`config.mk`:
```
export PLATFORM = sky130hd
export DESIGN_NAME = node_set_to_tour_intervals
export DESIGN_NICKNAME = d
export VERILOG_FILES = /design/src/nsti_pkg.sv /design/src/nsti_tbl.sv /design/src/nsti_scan.sv /design/src/node_set_to_tour_intervals.sv
export SDC_FILE = /design/constraint.sdc
export NUM_CORES = 1
export LEC_CHECK = 0
export ABC_CLOCK_PERIOD_IN_PS = 3440
export BUFFER_PORTS_ARGS = -buffer_cell sky130_fd_sc_hd__buf_2
export CORE_ASPECT_RATIO = 0.5
export CORE_UTILIZATION = 43
export DETAILED_ROUTE_END_ITERATION = 10
export PLACE_DENSITY = 0.59
export RECOVER_POWER = 100
export SYNTH_ARGS = -nofsm -noshare
export SYNTH_HDL_FRONTEND = slang
export SYNTH_SLANG_ARGS = --single-unit
```
`constraint.sdc`:
```
create_clock -name i_clk -period 3.44 [get_ports i_clk]
set_input_delay 0.688 -clock i_clk [delete_from_list [all_inputs] [get_ports i_clk]]
set_output_delay 0.688 -clock i_clk [all_outputs]
set_load 0.01 [all_outputs]
```
`src/nsti_pkg.sv`:
```
// Package: shared constants, codes, types and helpers for the node set to tour interval block.
package nsti_pkg;

    localparam int NODES     = 64;
    localparam int POSITIONS = 64;
    localparam int FW        = 2;
    localparam int NW        = 6;
    localparam int PW        = 6;

    // Only the first 64 nodes can be named by a 6-bit node field.
    localparam int TBL_DEPTH = (NODES < 64) ? NODES : 64;
    localparam int TBL_AW    = (TBL_DEPTH > 1) ? $clog2(TBL_DEPTH) : 1;

    typedef enum logic [FW-1:0] {
        FN_LOAD   = 2'd0,
        FN_MEMBER = 2'd1,
        FN_END    = 2'd2
    } t_func;

    typedef enum logic [1:0] {
        S_IDLE,
        S_MARK,
        S_SCAN
    } t_state;

    typedef struct packed {
        logic mark;
        logic scan_start;
        logic scan_step;
    } t_scan_ctl;

    function automatic logic node_in_range(input logic [NW-1:0] node);
        return ({2'b00, node} < 8'(NODES));
    endfunction

endpackage

```
`src/nsti_tbl.sv`:
```
// Node to tour position table: one write port, one registered read port.
module nsti_tbl (
    input  logic                          i_clk,
    input  logic                          i_wr_en,
    input  logic [nsti_pkg::TBL_AW-1:0]   i_wr_addr,
    input  logic [nsti_pkg::PW-1:0]       i_wr_data,
    input  logic                          i_rd_en,
    input  logic [nsti_pkg::TBL_AW-1:0]   i_rd_addr,
    output logic [nsti_pkg::PW-1:0]       o_rd_data
);

    logic [nsti_pkg::PW-1:0] r_mem [nsti_pkg::TBL_DEPTH];
    logic [nsti_pkg::PW-1:0] r_rd_data;

    always_ff @(posedge i_clk) begin
        if (i_wr_en) begin
            r_mem[i_wr_addr] <= i_wr_data;
        end
    end

    always_ff @(posedge i_clk) begin
        if (i_rd_en) begin
            r_rd_data <= r_mem[i_rd_addr];
        end
    end

    assign o_rd_data = r_rd_data;

endmodule

```
`src/nsti_scan.sv`:
```
// Position bitmap with a one-position-per-cycle run scanner and registered result.
module nsti_scan (
    input  logic                      i_clk,
    input  logic                      i_rst_n,
    input  nsti_pkg::t_scan_ctl       i_ctl,
    input  logic [nsti_pkg::PW-1:0]   i_mark_pos,
    output logic                      o_done,
    output logic                      o_valid,
    output logic [nsti_pkg::PW-1:0]   o_start_pos,
    output logic [nsti_pkg::PW-1:0]   o_end_pos,
    output logic                      o_last,
    output logic                      o_empty_res
);

    logic [nsti_pkg::POSITIONS-1:0] r_map, n_map;
    logic [nsti_pkg::PW-1:0]        r_pos, n_pos;
    logic                           r_open, n_open;
    logic [nsti_pkg::PW-1:0]        r_start, n_start;
    logic                           r_valid, n_valid;
    logic [nsti_pkg::PW-1:0]        r_start_pos, n_start_pos;
    logic [nsti_pkg::PW-1:0]        r_end_pos, n_end_pos;
    logic                           r_last, n_last;
    logic                           r_empty_res, n_empty_res;

    logic [nsti_pkg::POSITIONS-1:0] map_cleared;
    logic                           bit_cur;
    logic                           bit_nxt;
    logic                           map_empty;
    logic                           emit_run;

    always_comb begin
        map_cleared = r_map & ~(nsti_pkg::POSITIONS'(1) << r_pos);
        bit_cur     = r_map[r_pos];
        bit_nxt     = (r_pos != nsti_pkg::PW'(nsti_pkg::POSITIONS - 1))
                      && r_map[r_pos + nsti_pkg::PW'(1)];
        map_empty   = (r_map == '0);
        emit_run    = i_ctl.scan_step && bit_cur && !bit_nxt;
        o_done      = i_ctl.scan_step && (map_empty || (emit_run && map_cleared == '0));
    end

    always_comb begin
        n_map       = r_map;
        n_pos       = r_pos;
        n_open      = r_open;
        n_start     = r_start;
        n_valid     = 1'b0;
        n_start_pos = r_start_pos;
        n_end_pos   = r_end_pos;
        n_last      = r_last;
        n_empty_res = r_empty_res;

        if (i_ctl.mark) begin
            n_map = r_map | (nsti_pkg::POSITIONS'(1) << i_mark_pos);
        end

        if (i_ctl.scan_start) begin
            n_pos  = '0;
            n_open = 1'b0;
        end

        if (i_ctl.scan_step) begin
            // clear each position as it is passed, so the map ends empty
            n_map = map_cleared;
            n_pos = r_pos + nsti_pkg::PW'(1);
            if (map_empty) begin
                n_valid     = 1'b1;
                n_start_pos = '0;
                n_end_pos   = '0;
                n_last      = 1'b1;
                n_empty_res = 1'b1;
            end else if (emit_run) begin
                n_valid     = 1'b1;
                n_start_pos = r_open ? r_start : r_pos;
                n_end_pos   = r_pos;
                n_last      = (map_cleared == '0);
                n_empty_res = 1'b0;
                n_open      = 1'b0;
            end else if (bit_cur && !r_open) begin
                n_open  = 1'b1;
                n_start = r_pos;
            end
        end
    end

    always_ff @(posedge i_clk) begin
        if (!i_rst_n) begin
            r_map   <= '0;
            r_pos   <= '0;
            r_open  <= 1'b0;
            r_valid <= 1'b0;
        end else begin
            r_map   <= n_map;
            r_pos   <= n_pos;
            r_open  <= n_open;
            r_valid <= n_valid;
        end
    end

    always_ff @(posedge i_clk) begin
        r_start     <= n_start;
        r_start_pos <= n_start_pos;
        r_end_pos   <= n_end_pos;
        r_last      <= n_last;
        r_empty_res <= n_empty_res;
    end

    assign o_valid     = r_valid;
    assign o_start_pos = r_start_pos;
    assign o_end_pos   = r_end_pos;
    assign o_last      = r_last;
    assign o_empty_res = r_empty_res;

    a_last_clears_map: assert property (@(posedge i_clk) disable iff (!i_rst_n)
        (r_valid && r_last) |-> (r_map == '0))
        else $error("bitmap not empty after final item");

    a_no_open_run_at_end: assert property (@(posedge i_clk) disable iff (!i_rst_n)
        (r_valid && r_last) |-> !r_open)
        else $error("run still open after final item");

endmodule

```
`src/node_set_to_tour_intervals.sv`:
```
// Top level: command sequencer tying the position table to the run scanner.
//
//  channel  | handshake          | payload
//  ---------+--------------------+----------------------------------------------
//  input    | start, busy        | i_func, i_node, i_position
//  result   | o_valid (strobe)   | o_start_pos, o_end_pos, o_last, o_empty_res
//
// Load item: table write. Member item: table read, then bitmap mark.
// End item: the scanner walks the bitmap one position per cycle and stops after the last run,
// or at its first step with an empty result when no position is marked.
// Each result shows on the ports for one cycle, in the cycle after its scan step.
// Reset clears the bitmap and the sequencer; table entries stay unknown until loaded.
// The receiver cannot stall; results are never held back.
module node_set_to_tour_intervals (
    input  logic                       i_clk,
    input  logic                       i_rst_n,
    input  logic                       start,
    output logic                       busy,
    input  logic [nsti_pkg::FW-1:0]    i_func,
    input  logic [nsti_pkg::NW-1:0]    i_node,
    input  logic [nsti_pkg::PW-1:0]    i_position,
    output logic                       o_valid,
    output logic [nsti_pkg::PW-1:0]    o_start_pos,
    output logic [nsti_pkg::PW-1:0]    o_end_pos,
    output logic                       o_last,
    output logic                       o_empty_res
);

    nsti_pkg::t_state    r_state, n_state;
    nsti_pkg::t_scan_ctl scan_ctl;

    logic                       accept;
    logic                       in_range;
    logic                       tbl_wr_en;
    logic                       tbl_rd_en;
    logic [nsti_pkg::PW-1:0]    tbl_rd_data;
    logic                       scan_done;

    assign accept   = start && !busy;
    assign in_range = nsti_pkg::node_in_range(i_node);

    always_comb begin
        n_state = r_state;
        case (r_state)
            nsti_pkg::S_IDLE: begin
                if (accept) begin
                    case (i_func)
                        nsti_pkg::FN_MEMBER: n_state = in_range ? nsti_pkg::S_MARK
                                                                : nsti_pkg::S_IDLE;
                        nsti_pkg::FN_END:    n_state = nsti_pkg::S_SCAN;
                        default:             n_state = nsti_pkg::S_IDLE;
                    endcase
                end
            end
            nsti_pkg::S_MARK: n_state = nsti_pkg::S_IDLE;
            nsti_pkg::S_SCAN: begin
                if (scan_done) begin
                    n_state = nsti_pkg::S_IDLE;
                end
            end
            default: n_state = nsti_pkg::S_IDLE;
        endcase
    end

    always_comb begin
        busy                = (r_state != nsti_pkg::S_IDLE);
        tbl_wr_en           = accept && (i_func == nsti_pkg::FN_LOAD) && in_range;
        tbl_rd_en           = accept && (i_func == nsti_pkg::FN_MEMBER);
        scan_ctl.mark       = (r_state == nsti_pkg::S_MARK);
        scan_ctl.scan_start = accept && (i_func == nsti_pkg::FN_END);
        scan_ctl.scan_step  = (r_state == nsti_pkg::S_SCAN);
    end

    always_ff @(posedge i_clk) begin
        if (!i_rst_n) begin
            r_state <= nsti_pkg::S_IDLE;
        end else begin
            r_state <= n_state;
        end
    end

    nsti_tbl u_tbl (
        .i_clk     (i_clk),
        .i_wr_en   (tbl_wr_en),
        .i_wr_addr (i_node[nsti_pkg::TBL_AW-1:0]),
        .i_wr_data (i_position),
        .i_rd_en   (tbl_rd_en),
        .i_rd_addr (i_node[nsti_pkg::TBL_AW-1:0]),
        .o_rd_data (tbl_rd_data)
    );

    nsti_scan u_scan (
        .i_clk       (i_clk),
        .i_rst_n     (i_rst_n),
        .i_ctl       (scan_ctl),
        .i_mark_pos  (tbl_rd_data),
        .o_done      (scan_done),
        .o_valid     (o_valid),
        .o_start_pos (o_start_pos),
        .o_end_pos   (o_end_pos),
        .o_last      (o_last),
        .o_empty_res (o_empty_res)
    );

    a_result_from_scan: assert property (@(posedge i_clk) disable iff (!i_rst_n)
        o_valid |-> $past(r_state == nsti_pkg::S_SCAN))
        else $error("result strobe outside a scan");

    a_empty_is_last: assert property (@(posedge i_clk) disable iff (!i_rst_n)
        (o_valid && o_empty_res) |-> o_last)
        else $error("empty result not flagged last");

    a_run_ordered: assert property (@(posedge i_clk) disable iff (!i_rst_n)
        (o_valid && !o_empty_res) |-> (o_start_pos <= o_end_pos))
        else $error("run start beyond run end");

endmodule
```
-- After elaboration in Yosys (flattened, before gate mapping)
Memory sizes are Yosys's and may differ from the RTL's. A register that Yosys moved wholly into a read port is not among the register bits.
Index checks and enable logic that the tools add are counted.
- flip-flop bits (word level): 94
- memory bits (writable): 384
- bits of input ports: 17
- logic and storage cells: 80
- memories: 1
- $add $sub $neg: 1
- magnitude comparators: 2
- equality and inequality tests: 7
- shift-type cells: 2
- multiplexer cells: 26
- bitwise logic cells: 5
- reductions and logical operators: 26
- memories (memory ; depth ; bits a word ; read ports ; clocked after memory_dff ; wr ports ; line ; source):
    u_tbl.r_mem ; 64 ; 6 ; 1 ; 1 ; 1 ; nsti_tbl.sv:12 ; logic [nsti_pkg::PW-1:0] r_mem [nsti_pkg::TBL_DEPTH];
- operators with widths (kind ; count):
    $logic_not A64 Y1 ; 2
    $mux W64 ; 2
    $shl A1 B6 Y64 const A ; 2
    $and A64 B64 Y64 ; 1
    $not A64 Y64 ; 1
    $or A64 B64 Y64 ; 1
    $mux W6 ; 5
    $lt A6 B7 Y1 const B ; 2
    $mux W1 ; 13
    $bmux W1 S6 ; 2
    $logic_and A1 B1 Y1 ; 10
    $pmux W2 S2 ; 2
    $reduce_bool A2 Y1 ; 4
    $add A6 B1 Y6 const B ; 1
    $ne A6 B6 Y1 const B ; 1
    $reduce_and A2 Y1 ; 3
    $eq A2 B1 Y1 const B ; 2
    $eq A2 B2 Y1 const B ; 2
    $logic_not A2 Y1 ; 2
    $mux W2 ; 2
    $ne A2 B2 Y1 const B ; 2
    $reduce_and A4 Y1 ; 1
    $logic_not A1 Y1 ; 3
    $not A1 Y1 ; 2
    $logic_or A1 B1 Y1 ; 1

-- Longest topological paths before layout
- depth after elaboration: 11
- mapped depth: 13
- mapped depth without buffers: 10

-- Cells and area by module
A second synthesis with hierarchy kept.
- cell total of the unflattened synthesis: 1380
- area, all modules: 21176.6 sq um
- modules (own cells, without submodules) (module ; times used ; cells an instance ; area each (sq um) ; seq. area each (sq um)):
    nsti_tbl ; 1 ; 720 ; 15285.9 ; 11711.2
    nsti_scan ; 1 ; 646 ; 5753.0 ; 2042.0
    node_set_to_tour_intervals ; 1 ; 14 ; 137.6 ; 40.0

-- Worst setup path before layout
No wires, ideal clock.
- kind: reg2reg
- start point: register u_scan.r_pos[1] (netlist name)
- end point: register u_scan.r_empty_res, in the netlist u_scan.o_empty_res (enable)
- arrival: 3121 ps
- data required time: 3074 ps
- path slack: -48 ps
- stages on the path, launching flop included: 13
- clock period less this slack: 3488 ps
- cell sequence: dfxtp_1 -> buf_2 -> buf_2 -> inv_1 -> ha_1 -> buf_4 -> buf_2 -> mux4_1 -> mux2i_1 -> mux2i_1 -> a21oi_1 -> and3_1 -> o21a_1
- longest elaborated chain between the ends: 8
- elaborated cells on any way between the ends: 12
- RTL lines (element ; line ; source):
    start, declared ; nsti_scan.sv:16 ; logic [nsti_pkg::PW-1:0] r_pos, n_pos;
    start signal, assigned ; nsti_scan.sv:93 ; r_pos <= n_pos;
    $add A6 B1 Y6 ; nsti_scan.sv:35 ; && r_map[r_pos + nsti_pkg::PW'(1)];
    $bmux W1 S6 ; nsti_scan.sv:35 ;
    $mux W1 (implied by the code) ; nsti_scan.sv:35 ;
    $logic_and A1 B1 Y1 ; nsti_scan.sv:35 ;
    $logic_not A1 Y1 ; nsti_scan.sv:37 ; emit_run = i_ctl.scan_step && bit_cur && !bit_nxt;
    $logic_and A1 B1 Y1 * ; nsti_scan.sv:37 ;
    $reduce_bool A2 Y1 (no line) * ; - ;
    $reduce_and A2 Y1 (no line) * ; - ;
    end signal, assigned ; nsti_scan.sv:104 ; r_empty_res <= n_empty_res;
    end, declared ; nsti_scan.sv:23 ; logic r_empty_res, n_empty_res;
Mark *: on every way between the ends. The rest lies on a longest branch, timed or not. The select of a mux whose other input is x is not followed.
A chain may end at the register's enable or synchronous reset.

-- Worst setup path after layout
- start point: input port i_node[2] (netlist name)
- end point: memory u_tbl.r_mem[6][1] (netlist name) (enable)
- RTL lines (element ; line ; source):
    start, declared ; node_set_to_tour_intervals.sv:20 ; input logic [nsti_pkg::NW-1:0] i_node,
    end, declared ; nsti_tbl.sv:12 ;
No word-level cell before the write port.

==> flow_metrics.py <==
metrics = {
    "finish": {
        "final_util": 0.4964,
        "num-nets-final": 1568,
        "fillers": 3999,
        "layout.cells.non_filler": 2205,
        "finish.instance_area_mm2": 0.02279,
        "drive_above_1_share": 0.1180,
        "syn_to_final_growth_pct": 12.14,
    },
    "global_routing": {
        "grt_pass1_wl_um": 90280,
        "grt_max_degree": 77,
        "grtUsageTotal": 0.2540,
        "grt_pass1_vias": 13460,
        "antenna_found_initial": 1,
        "overflow": 0,
    },
    "timing": {
        "fin_crit_ps": 3242,
        "hold_viol": 0,
        "slew_headroom": -0.9236,
        "setup_viol_count_final": 0,
        "setup_ws_ps": 198.3,
        "worstMarginPinSlew_ps": 2885,
        "rsz0062_at_grt": "false",
        "final.period_utilization": 0.9423,
        "fmaxAchievable_mhz": 308.5,
        "whs_ps": 476.4,
        "final.setup.tns_ps": 0,
        "skew_ps": 16.28,
        "drv_slew": 204,
    },
    "critical_path": {
        "criticalPathCategory": "primary input to flip-flop",
        "r2r_cells": 11,
        "cp-start-kind": "primary input",
        "endpoint_kind": "flip-flop",
        "worst_ep_arrival_time_ps": 3490,
        "critPathMaxFanout": 24,
        "cp_data_required_time_ps": 3690,
    },
    "status": {
        "violations": "max-capacitance violations, max-slew violations",
        "status": "complete, but fails checks",
    },
    "yosys": {
        "ys_ff_latch": 484,
        "async_flop_share": 0,
        "synth.net_count": 1512,
        "avgSynthCellArea_um2": 13.66,
        "ys.flop_type": "edfxtp_1",
        "ys_seq_area_frac": 0.6788,
        "ys_types": 75,
        "synthCells": 1487,
        "yosysWarnings": 0,
        "synth-edff-count": 410,
        "netlist_area_mm2": 0.02032,
    },
    "clock_network": {
        "postCtsSetupRepairBufs": 0,
        "insertion_delay_ps": 570,
        "cts_max_level": 2,
        "postCtsResizedCells": 0,
        "ctsRootBufferMaster": "clkbuf_16",
        "cts.reportedPaths.clkPinSlew_ps": 60,
        "cts_buffer_depth": 3,
        "clock_sinks": 484,
        "cts_made_buffers": 43,
        "holdBufCountCts": 0,
        "cts_tree": "yes",
    },
    "floorplan": {
        "ios": 33,
        "rows": 55,
        "core_area_mm2": 0.04590,
        "initial_core_util": 0.4427,
        "dieArea_mm2": 0.04818,
        "die_h_um": 155.7,
        "die_x_um": 309.4,
    },
    "placement": {
        "numPortBuffers": 32,
        "placed_area_mm2": 0.02155,
        "post-dp-hpwl_um": 39010,
        "dp_slack_ps": 176.2,
        "placed_cells": 2125,
        "gp_routability_congestion": 0.9681,
    },
    "pwr": {
        "total_power_mw": 11.76,
        "worst_ir_drop_vdd_mv": 0.3303,
        "powerDensity_mw_per_mm2": 516.0,
        "p_leak_nw": 6.944,
    },
    "detailed_routing": {
        "drc": 0,
        "first_pass_iters": 6,
        "drtAntennaViolNets": 0,
        "via_count": 14010,
        "wirelength_um": 60700,
        "viasPerCell": 6.352,
        "drt-initial-drc-count": 1804,
        "wl_per_cell_um": 27.53,
    },
    "hold_path": {
        "hold_path_depth": 2,
        "hold_path_class": "flip-flop to flip-flop",
    },
    "job": {
        "maxCapViolCount": 4,
    },
}
[flip-flops by register name, indices dropped and copies added, names as in the netlist]
signal              flops
u_scan.r_open           1
u_scan.r_map           64
u_scan.r_start          6
u_tbl.r_mem           384
u_scan.o_empty_res      1
u_scan.o_valid          1
r_state                 2
u_scan.r_pos            6
u_tbl.o_rd_data         6
u_scan.o_start_pos      6
u_scan.o_last           1
u_scan.o_end_pos        6
[path summary, 6_finish.rpt]
check                                from                     endpoint  slack [ps]
min               r_state[0]$_SDFFE_PN0P_      r_state[0]$_SDFFE_PN0P_         480
max reg2reg  u_scan.r_pos[1]$_SDFFE_PN0P_      r_state[1]$_SDFFE_PN0P_         300
max                             i_node[2]  u_tbl.r_mem[6][1]$_DFFE_PP_         200
min reg2reg       r_state[0]$_SDFFE_PN0P_      r_state[0]$_SDFFE_PN0P_         480
[cells by family after synthesis]
logic type,after synthesis,synth area share
muxes,58,0.04649
DFF,484,0.6788
buffers and inverters,113,0.02518
xor gates and xnor gates,1,0.0004311
adders and majority gates,8,0.004926
and+or+nand+nor,360,0.08775
AOI/OAI and AO/OA,463,0.1564
[worst max-delay path, cell delays in order]
cell,delay (ps)
clkbuf_2,190
and3b_1,1130
clkbuf_1,450
nand2_1,340
clkbuf_1,300
nor2_1,130
clkbuf_2,250
[per-layer routing]
metal / vias up / global-route usage / wire (um)
met5: - / 0 / 0
met4: 0 / 0.09500 / 1979
met3: 128 / 0.04401 / 5059
met2: 723 / 0.3946 / 27770
met1: 7088 / 0.3580 / 25890
li1: 6068 / - / -
[cell usage after synthesis (5+ instances only)]
cell type / instances / area share
a21oi_1: 80 / 0.020
o21ai_0: 77 / 0.019
nand3_1: 16 / 0.0039
mux4_2: 26 / 0.029
mux2i_1: 25 / 0.012
buf_4: 6 / 0.0022
dfxtp_1: 74 / 0.073
a22oi_1: 132 / 0.049
nor4_1: 21 / 0.0065
o21a_1: 14 / 0.0052
a22o_1: 32 / 0.014
edfxtp_1: 410 / 0.61
nor3_1: 22 / 0.0054
a31oi_1: 31 / 0.0095
o31ai_1: 6 / 0.0022
buf_1: 14 / 0.0026
o22ai_1: 9 / 0.0028
ha_1: 8 / 0.0049
nor3b_1: 8 / 0.0030
a21boi_0: 11 / 0.0041
nand4_1: 27 / 0.0083
and3_1: 7 / 0.0022
nor2_1: 156 / 0.029
inv_1: 12 / 0.0022
and2_1: 6 / 0.0018
nand2_1: 51 / 0.0094
a211oi_1: 6 / 0.0022
or3_1: 5 / 0.0015
o32ai_1: 14 / 0.0060
buf_2: 11 / 0.0027
clkbuf_1: 62 / 0.011
nand2b_1: 11 / 0.0034
mux2_2: 5 / 0.0028
a221oi_1: 30 / 0.013
[layout make-up]
type                       count  area [um2]  area share
antenna                        2       5.005   0.0002196
clock inverter                30       301.5     0.01323
sequential                   484       13790      0.6053
multi-input combinational    890        6065      0.2662
timing repair buffer         111       693.2     0.03042
inverter                      13       48.80    0.002142
tap                          627       784.5     0.03443
clock buffer                  48        1095     0.04805
[where the power goes]
part           leakage, nW  internal (mW)  total [mW]  switching, mW
sequential            4.29           6.37        6.39         0.0141
clock                0.670           2.68        4.85           2.16
combinational         1.98          0.148       0.523          0.376
total                 6.94           9.21        11.8           2.55
[placed cells by master, fill, tap and decap left out, types with 31 or more instances in the layout]
cell type / count
edfxtp_1: 410
clkbuf_16: 43
buf_4: 31
o21ai_0: 77
nand2_1: 51
dfxtp_1: 74
a31oi_1: 31
a21oi_1: 80
a22oi_1: 132
clkbuf_1: 57
nor2_1: 155
a22o_1: 32
(Power assumes the default switching activity.)
